`src/rtl/ccid_serial_frame_receiver_top_defines.svh`:
```
// Assertion helpers for the frame receiver.
`ifndef CCID_SERIAL_FRAME_RECEIVER_TOP_DEFINES_SVH
`define CCID_SERIAL_FRAME_RECEIVER_TOP_DEFINES_SVH

// Same-cycle implication, checked outside reset.
`define CSFR_ASSERT_NOW(label, ante, cons, msg) \
  label: assert property (@(posedge clk) disable iff (rst) (ante) |-> (cons)) else $error(msg);

// Next-cycle implication, checked outside reset.
`define CSFR_ASSERT_NEXT(label, ante, cons, msg) \
  label: assert property (@(posedge clk) disable iff (rst) (ante) |=> (cons)) else $error(msg);

`endif

```
`src/rtl/csfr_pkg.sv`:
```
package csfr_pkg;

  localparam int HEADER_LENGTH = 10;

  localparam logic [15:0] MAX_PAYLOAD_RESET   = 16'd261;
  localparam logic [15:0] TIMEOUT_TICKS_RESET = 16'd1000;

  localparam logic REG_MAX_PAYLOAD   = 1'b0;
  localparam logic REG_TIMEOUT_TICKS = 1'b1;

  localparam logic [1:0] PH_HEADER  = 2'd0;
  localparam logic [1:0] PH_PAYLOAD = 2'd1;
  localparam logic [1:0] PH_CHECK   = 2'd2;

  localparam logic [1:0] ST_GOOD    = 2'd0;
  localparam logic [1:0] ST_BADCHK  = 2'd1;
  localparam logic [1:0] ST_LONG    = 2'd2;
  localparam logic [1:0] ST_TIMEOUT = 2'd3;

  typedef struct packed {
    logic [7:0]  data_byte;
    logic [16:0] byte_index;
    logic [1:0]  role;
    logic        frame_last;
    logic [1:0]  status;
  } res_t;

  typedef struct packed {
    logic valid;
    res_t res;
  } res_push_t;

endpackage

```
`src/rtl/csfr_in_if.sv`:
```
interface csfr_in_if;
  logic       valid;
  logic       ready;
  logic       kind;
  logic [7:0] rx_byte;

  modport source (output valid, output kind, output rx_byte, input ready);
  modport sink (input valid, input kind, input rx_byte, output ready);
endinterface

```
`src/rtl/csfr_out_if.sv`:
```
interface csfr_out_if;
  logic        valid;
  logic        ready;
  logic [7:0]  data_byte;
  logic [16:0] byte_index;
  logic [1:0]  role;
  logic        frame_last;
  logic [1:0]  status;

  modport source (output valid, output data_byte, output byte_index, output role,
                  output frame_last, output status, input ready);
  modport sink (input valid, input data_byte, input byte_index, input role,
                input frame_last, input status, output ready);
endinterface

```
`src/rtl/csfr_parser.sv`:
```
module csfr_parser (
  input  logic                clk,
  input  logic                rst,
  input  logic                cfg_we,
  input  logic                cfg_index,
  input  logic [15:0]         cfg_data,
  input  logic                accept,
  input  logic                kind,
  input  logic [7:0]          rx_byte,
  output csfr_pkg::res_push_t push
);

  logic [15:0] max_payload;
  logic [15:0] timeout_ticks;

  logic [1:0]  phase,          phase_next;
  logic [16:0] position,       position_next;
  logic [31:0] payload_length, payload_length_next;
  logic [7:0]  running_xor,    running_xor_next;
  logic [15:0] idle_count,     idle_count_next;

  logic [15:0] idle_inc;
  logic [31:0] len_or;
  logic [16:0] pos_inc;
  logic [16:0] payload_end;

  always_ff @(posedge clk) begin
    if (rst) begin
      max_payload   <= csfr_pkg::MAX_PAYLOAD_RESET;
      timeout_ticks <= csfr_pkg::TIMEOUT_TICKS_RESET;
    end else if (cfg_we) begin
      unique case (cfg_index)
        csfr_pkg::REG_MAX_PAYLOAD:   max_payload   <= cfg_data;
        csfr_pkg::REG_TIMEOUT_TICKS: timeout_ticks <= cfg_data;
        default: ;
      endcase
    end
  end

  always_ff @(posedge clk) begin
    if (rst) begin
      phase          <= csfr_pkg::PH_HEADER;
      position       <= '0;
      payload_length <= '0;
      running_xor    <= '0;
      idle_count     <= '0;
    end else begin
      phase          <= phase_next;
      position       <= position_next;
      payload_length <= payload_length_next;
      running_xor    <= running_xor_next;
      idle_count     <= idle_count_next;
    end
  end

  always_comb begin
    idle_inc    = (idle_count != 16'hFFFF) ? idle_count + 16'd1 : idle_count;
    pos_inc     = position + 17'd1;
    payload_end = 17'(csfr_pkg::HEADER_LENGTH) + {1'b0, payload_length[15:0]};

    len_or = payload_length;
    unique case (position)
      17'd1:   len_or[7:0]   = payload_length[7:0]   | rx_byte;
      17'd2:   len_or[15:8]  = payload_length[15:8]  | rx_byte;
      17'd3:   len_or[23:16] = payload_length[23:16] | rx_byte;
      17'd4:   len_or[31:24] = payload_length[31:24] | rx_byte;
      default: ;
    endcase

    phase_next          = phase;
    position_next       = position;
    payload_length_next = payload_length;
    running_xor_next    = running_xor;
    idle_count_next     = idle_count;

    push.valid          = 1'b0;
    push.res.data_byte  = rx_byte;
    push.res.byte_index = position;
    push.res.role       = phase;
    push.res.frame_last = 1'b0;
    push.res.status     = csfr_pkg::ST_GOOD;

    if (accept) begin
      if (kind) begin
        if (position != '0) begin
          idle_count_next = idle_inc;
          if (idle_inc >= timeout_ticks) begin
            push.valid          = 1'b1;
            push.res.data_byte  = '0;
            push.res.frame_last = 1'b1;
            push.res.status     = csfr_pkg::ST_TIMEOUT;
            phase_next          = csfr_pkg::PH_HEADER;
            position_next       = '0;
            payload_length_next = '0;
            running_xor_next    = '0;
            idle_count_next     = '0;
          end
        end
      end else begin
        idle_count_next = '0;
        push.valid      = 1'b1;
        unique case (phase)
          csfr_pkg::PH_HEADER: begin
            payload_length_next = len_or;
            running_xor_next    = running_xor ^ rx_byte;
            position_next       = pos_inc;
            if (pos_inc >= 17'(csfr_pkg::HEADER_LENGTH)) begin
              if (len_or > {16'd0, max_payload}) begin
                push.res.frame_last = 1'b1;
                push.res.status     = csfr_pkg::ST_LONG;
                phase_next          = csfr_pkg::PH_HEADER;
                position_next       = '0;
                payload_length_next = '0;
                running_xor_next    = '0;
              end else begin
                phase_next = (len_or == '0) ? csfr_pkg::PH_CHECK : csfr_pkg::PH_PAYLOAD;
              end
            end
          end
          csfr_pkg::PH_PAYLOAD: begin
            running_xor_next = running_xor ^ rx_byte;
            position_next    = pos_inc;
            if (pos_inc >= payload_end) begin
              phase_next = csfr_pkg::PH_CHECK;
            end
          end
          default: begin
            // check byte, ends the frame
            push.res.role       = csfr_pkg::PH_CHECK;
            push.res.frame_last = 1'b1;
            push.res.status     = (rx_byte == running_xor) ? csfr_pkg::ST_GOOD
                                                           : csfr_pkg::ST_BADCHK;
            phase_next          = csfr_pkg::PH_HEADER;
            position_next       = '0;
            payload_length_next = '0;
            running_xor_next    = '0;
          end
        endcase
      end
    end
  end

endmodule

```
`src/rtl/csfr_out_buf.sv`:
```
module csfr_out_buf (
  input  logic                clk,
  input  logic                rst,
  input  csfr_pkg::res_push_t push,
  output logic                in_ready,
  output logic                out_valid,
  input  logic                out_ready,
  output csfr_pkg::res_t      out_res
);

  logic           skid_valid;
  csfr_pkg::res_t skid_res;
  logic           pop;

  assign pop      = out_valid && out_ready;
  assign in_ready = !skid_valid;

  always_ff @(posedge clk) begin
    if (rst) begin
      out_valid  <= 1'b0;
      skid_valid <= 1'b0;
    end else if (skid_valid) begin
      if (pop) begin
        skid_valid <= 1'b0;
      end
    end else if (!out_valid || pop) begin
      out_valid <= push.valid;
    end else if (push.valid) begin
      skid_valid <= 1'b1;
    end
  end

  always_ff @(posedge clk) begin
    if (skid_valid) begin
      if (pop) begin
        out_res <= skid_res;
      end
    end else if (!out_valid || pop) begin
      if (push.valid) begin
        out_res <= push.res;
      end
    end else if (push.valid) begin
      skid_res <= push.res;
    end
  end

endmodule

```
`src/rtl/ccid_serial_frame_receiver_top.sv`:
```
// Serial frame receiver: takes one byte or tick item per cycle while rx.ready is high and
// gives at most one result item per input item, registered into the output register when
// that is free and else into the skid entry. Frames are a 10-byte header (payload length
// in bytes 1 to 4, little-endian), the payload and an XOR check byte; the frame's last
// result carries good, bad check, too long or timeout. Frame state advances on each accepted
// item; a two-entry output buffer decouples the sides, so rx.ready drops only while both
// entries hold results the sink has not taken. Config writes take effect the next cycle.
`include "ccid_serial_frame_receiver_top_defines.svh"

module ccid_serial_frame_receiver_top (
  input  logic          clk,
  input  logic          rst,
  input  logic          cfg_we,
  input  logic          cfg_index,
  input  logic [15:0]   cfg_data,
  csfr_in_if.sink       rx,
  csfr_out_if.source    res
);

  csfr_pkg::res_push_t push;
  csfr_pkg::res_t      out_res;
  logic                accept;

  assign accept = rx.valid && rx.ready;

  csfr_parser u_parser (
    .clk       (clk),
    .rst       (rst),
    .cfg_we    (cfg_we),
    .cfg_index (cfg_index),
    .cfg_data  (cfg_data),
    .accept    (accept),
    .kind      (rx.kind),
    .rx_byte   (rx.rx_byte),
    .push      (push)
  );

  csfr_out_buf u_out_buf (
    .clk       (clk),
    .rst       (rst),
    .push      (push),
    .in_ready  (rx.ready),
    .out_valid (res.valid),
    .out_ready (res.ready),
    .out_res   (out_res)
  );

  assign res.data_byte  = out_res.data_byte;
  assign res.byte_index = out_res.byte_index;
  assign res.role       = out_res.role;
  assign res.frame_last = out_res.frame_last;
  assign res.status     = out_res.status;

  `CSFR_ASSERT_NOW(a_stall_has_result, !rx.ready, res.valid, "input stalled with no result")
  `CSFR_ASSERT_NOW(a_mid_frame_good, res.valid && !res.frame_last,
                   res.status == csfr_pkg::ST_GOOD, "status set on non-final item")
  `CSFR_ASSERT_NOW(a_check_ends_frame, res.valid && res.role == csfr_pkg::PH_CHECK,
                   res.frame_last, "check byte does not end frame")
  `CSFR_ASSERT_NEXT(a_byte_gives_result, accept && !rx.kind, res.valid,
                    "accepted byte gave no result")

endmodule

```
`src/flat_wrapper.sv`:
```
// flat-port wrapper written by rule: the top's interface ports become plain ports
module ccid_serial_frame_receiver_top_flat 
  (clk, rst, cfg_we, cfg_index, cfg_data, rx_valid, rx_kind, rx_rx_byte, rx_ready, res_valid, res_data_byte, res_byte_index, res_role, res_frame_last, res_status, res_ready);
  csfr_in_if rx_i ();
  csfr_out_if res_i ();
  input  logic clk;
  input  logic rst;
  input  logic cfg_we;
  input  logic cfg_index;
  input  logic [15:0] cfg_data;
  input wire logic [$bits(rx_i.valid)-1:0] rx_valid;
  input wire logic [$bits(rx_i.kind)-1:0] rx_kind;
  input wire logic [$bits(rx_i.rx_byte)-1:0] rx_rx_byte;
  output wire logic [$bits(rx_i.ready)-1:0] rx_ready;
  output wire logic [$bits(res_i.valid)-1:0] res_valid;
  output wire logic [$bits(res_i.data_byte)-1:0] res_data_byte;
  output wire logic [$bits(res_i.byte_index)-1:0] res_byte_index;
  output wire logic [$bits(res_i.role)-1:0] res_role;
  output wire logic [$bits(res_i.frame_last)-1:0] res_frame_last;
  output wire logic [$bits(res_i.status)-1:0] res_status;
  input wire logic [$bits(res_i.ready)-1:0] res_ready;
  assign rx_i.valid = rx_valid;
  assign rx_i.kind = rx_kind;
  assign rx_i.rx_byte = rx_rx_byte;
  assign rx_ready = rx_i.ready;
  assign res_valid = res_i.valid;
  assign res_data_byte = res_i.data_byte;
  assign res_byte_index = res_i.byte_index;
  assign res_role = res_i.role;
  assign res_frame_last = res_i.frame_last;
  assign res_status = res_i.status;
  assign res_i.ready = res_ready;
  ccid_serial_frame_receiver_top u_core (.clk(clk), .rst(rst), .cfg_we(cfg_we), .cfg_index(cfg_index), .cfg_data(cfg_data), .rx(rx_i), .res(res_i));
endmodule
```
`config.mk`:
```
export PLATFORM = sky130hd
export DESIGN_NAME = ccid_serial_frame_receiver_top_flat
export DESIGN_NICKNAME = d
export VERILOG_FILES = /design/src/rtl/csfr_pkg.sv /design/src/rtl/csfr_in_if.sv /design/src/rtl/csfr_out_if.sv /design/src/rtl/csfr_parser.sv /design/src/rtl/csfr_out_buf.sv /design/src/rtl/ccid_serial_frame_receiver_top.sv /design/src/flat_wrapper.sv
export VERILOG_INCLUDE_DIRS = /design/src /design/src/rtl
export SDC_FILE = /design/constraint.sdc
export NUM_CORES = 1
export LEC_CHECK = 0
export BUFFER_PORTS_ARGS = -buffer_cell sky130_fd_sc_hd__buf_2
export CAP_MARGIN = 10
export CORE_UTILIZATION = 60
export CTS_BUF_LIST = sky130_fd_sc_hd__clkbuf_16
export CTS_CLUSTER_DIAMETER = 150
export DETAILED_ROUTE_END_ITERATION = 7
export PLACE_DENSITY = 0.82
export SKIP_LAST_GASP = 1
export SYNTH_ARGS = -nofsm -noshare
export SYNTH_HDL_FRONTEND = slang
export SYNTH_SLANG_ARGS = --single-unit
```
`constraint.sdc`:
```
create_clock -name clk -period 7.5 [get_ports clk]
set_clock_uncertainty 0.05 [all_clocks]
set_input_delay 1.5 -clock clk [delete_from_list [all_inputs] [get_ports clk]]
set_output_delay 1.5 -clock clk [all_outputs]
set_load 0.05 [all_outputs]
```
==> out/results.ini <==
[floorplanning]
die_area_mm2=0.0153
die_h_um=124
die_x_um=124
coreArea_mm2=0.0145
std_cell_rows=44
start_util=0.612
pin_count=63

[placed_design]
gp_congestion=0.923
port_buffers=62
hpwl_um=13800

[yosys]
synth.area.top_cells=dfxtp_1, edfxtp_1, ha_1
syn_area_per_cell_um2=9.42
yosys.area.top_type=dfxtp_1
async_flop_share=0
yosys_warnings=0
synth_top_area_frac=0.246
synth_seq_cells=169
ys.flop_type=dfxtp_1
synth_cells=941
synth_edf_count=60
ys_seq_area_frac=0.450
syn_nets=1027
synth_area_mm2=0.00886
ys_types=62

[global_routing]
gr-usage-all-layers=0.275
antenna_found_initial=0
grt_start_max_net_pins=41
grt-ovfl-total=0
grt_pass1_wl_um=32200
grt_pass1_vias=6368

[worst_setup_path]
cp-startpoint=u_core.u_parser.idle_count[0]
rr_startpoint=u_core.u_parser.idle_count[0]
critPathMostFrequentCell=ha_1
required_ns=7.54
crit_end=u_core.u_out_buf.out_res[12]
worst-path-buf-inv=1
cp-end-kind=register
worst-path-stages=16
startpoint_type=register
crit_family=simple AND/OR/NAND/NOR gates
cp_max_fo=30
critical-path-slowest-cell=and2_0
rr_worst_depth=16
slowest_delay_ns=0.71
crit_type=register to register
ff2ff_setup_slack_ns=2.48
r2r-end=u_core.u_out_buf.out_res[12]
critPathArrivalTime_ns=5.06
path_cells=ha_1, and2_1, and4_1, and3_1, nor3b_1, nand2_1, xnor2_1, ha_1, o21a_1, o21ai_0, a211oi_1, a21o_1, and2_0, a21oi_1, a21oi_2, buf_4

[timing]
maxSlewHeadroom=0.280
hold_viol_final=0
worst_slew_pin_slew_ns=1.08
finalSetupViolations=0
rsz0062_at_grt=no
max_freq_mhz=199
whs_ns=0.404
period_minus_slack_ns=5.02
finalMaxSlewViolations=0
fin_setup_tns_ns=0
fin_crit_sh=0.669

[route]
drc=0
routed_wl_um=19900
vias=7005
dr.pass1.iters=5
antenna_left=0
viasPerCell=6.01
wl_per_cell_um=17.1
drt-initial-drc-count=731

[hold_path]
min_path_type=register to register

[clock_network]
post_cts_buffers=0
clock_sinks=169
hold_buffers=0
tritoncts=yes
htree_levels=4
numCtsBuffers=17
cts_root_buf=clkbuf_16
clk_pin_slew_worst_paths_ns=0.07
cts_resized=0
clk_path_buf_depth=2
clkLatencyLatePin_ns=0.44

[layout]
final_cell_mix=dfxtp_1, nand2_1, nor2_1
syn_to_final_growth_pct=10.3
final_common_cell=dfxtp_1
fillers=1143
drive_gt1_frac=0.139
nets=1054
diodes=0

[pwr]
power.leakage_nw=4.05
power_density_mw_per_mm2=210
vdd_drop_max_v=0.000147

[job]
maxCapViolCount=0

[run_status]
status=finished, final reports clean

cell usage after synthesis, types with 21 or more instances:
master	count
nand3_1	34
a21oi_1	52
nor2_1	92
inv_1	42
edfxtp_1	60
xor2_1	43
clkbuf_1	46
dfxtp_1	109
a31oi_1	21
ha_1	55
nand2_1	106
mux2_2	23
a21o_1	25
how the worst min path moves through the flow:
stage | startpoint | endpoint | depth (start not counted)
floorplan | u_core.u_parser.position[5] | u_core.u_out_buf.skid_res[10] | 0
global placement | u_core.u_parser.timeout_ticks[11] | u_core.u_parser.timeout_ticks[11] | 2
detailed placement | u_core.u_parser.max_payload[13] | u_core.u_parser.max_payload[13] | 2
CTS | u_core.u_parser.max_payload[13] | u_core.u_parser.max_payload[13] | 2
global route | u_core.u_parser.max_payload[14] | u_core.u_parser.max_payload[14] | 2
finish | u_core.u_parser.max_payload[10] | u_core.u_parser.max_payload[10] | 2
cells by family (layout without fill, tap and decap cells):
logic type,count (synthesis),in the layout,synth area share
AOI/OAI and AO/OA,181,181,0.138
xor gates and xnor gates,62,62,0.0613
adders and majority gates,55,55,0.0777
buffers and inverters,103,143,0.0465
DFF,169,169,0.450
muxes,31,31,0.0383
and+or+nand+nor,340,340,0.189
sequential cells by signal, summed over array words and instances (netlist names), 8 cells and up:
register,cells
u_core.u_out_buf.out_res,30
u_core.u_out_buf.skid_res,30
u_core.u_parser.idle_count,16
u_core.u_parser.max_payload,16
u_core.u_parser.payload_length,32
u_core.u_parser.position,17
u_core.u_parser.running_xor,8
u_core.u_parser.timeout_ticks,16
area by class of cell:
cell class / instances / area (um2) / area share
inverter: 42 / 158 / 0.0161
multi-input combinational: 669 / 4480 / 0.458
tap: 184 / 230 / 0.0236
clock buffer: 17 / 425 / 0.0435
timing repair buffer: 69 / 363 / 0.0371
clock inverter: 15 / 133 / 0.0136
sequential: 169 / 3980 / 0.408
per-stage QoR:
stage,util,setup slack [ns],std cells,power (W),instance area (um2)
global placement,0.636,2.80,1133,0.00122,9210
CTS,0.675,2.52,1165,0.00205,9770
floorplan,-,1.83,941,0.00117,8860
detailed placement,0.636,2.61,1133,0.00122,9210
finish,0.675,2.48,1165,0.00205,9770
global route,0.675,2.09,1165,0.00211,9770
layer usage:
metal,wire (um),GRT usage
met4,328,0.0956
met2,9400,0.442
met5,0,0
met1,9150,0.376
met3,1050,0.0452
worst min-delay path: stages (launching register included):
cell and delay [ns]:
dfxtp_1 0.31, nand2_1 0.05, a21oi_1 0.05
power by group:
group          internal (W)  total, W  switching (W)
Clock              0.000438  0.000843       0.000406
Combinational     0.0000683  0.000212       0.000143
Sequential         0.000975  0.000994      0.0000188
Total               0.00148   0.00205       0.000568
(Power assumes the default switching activity.)
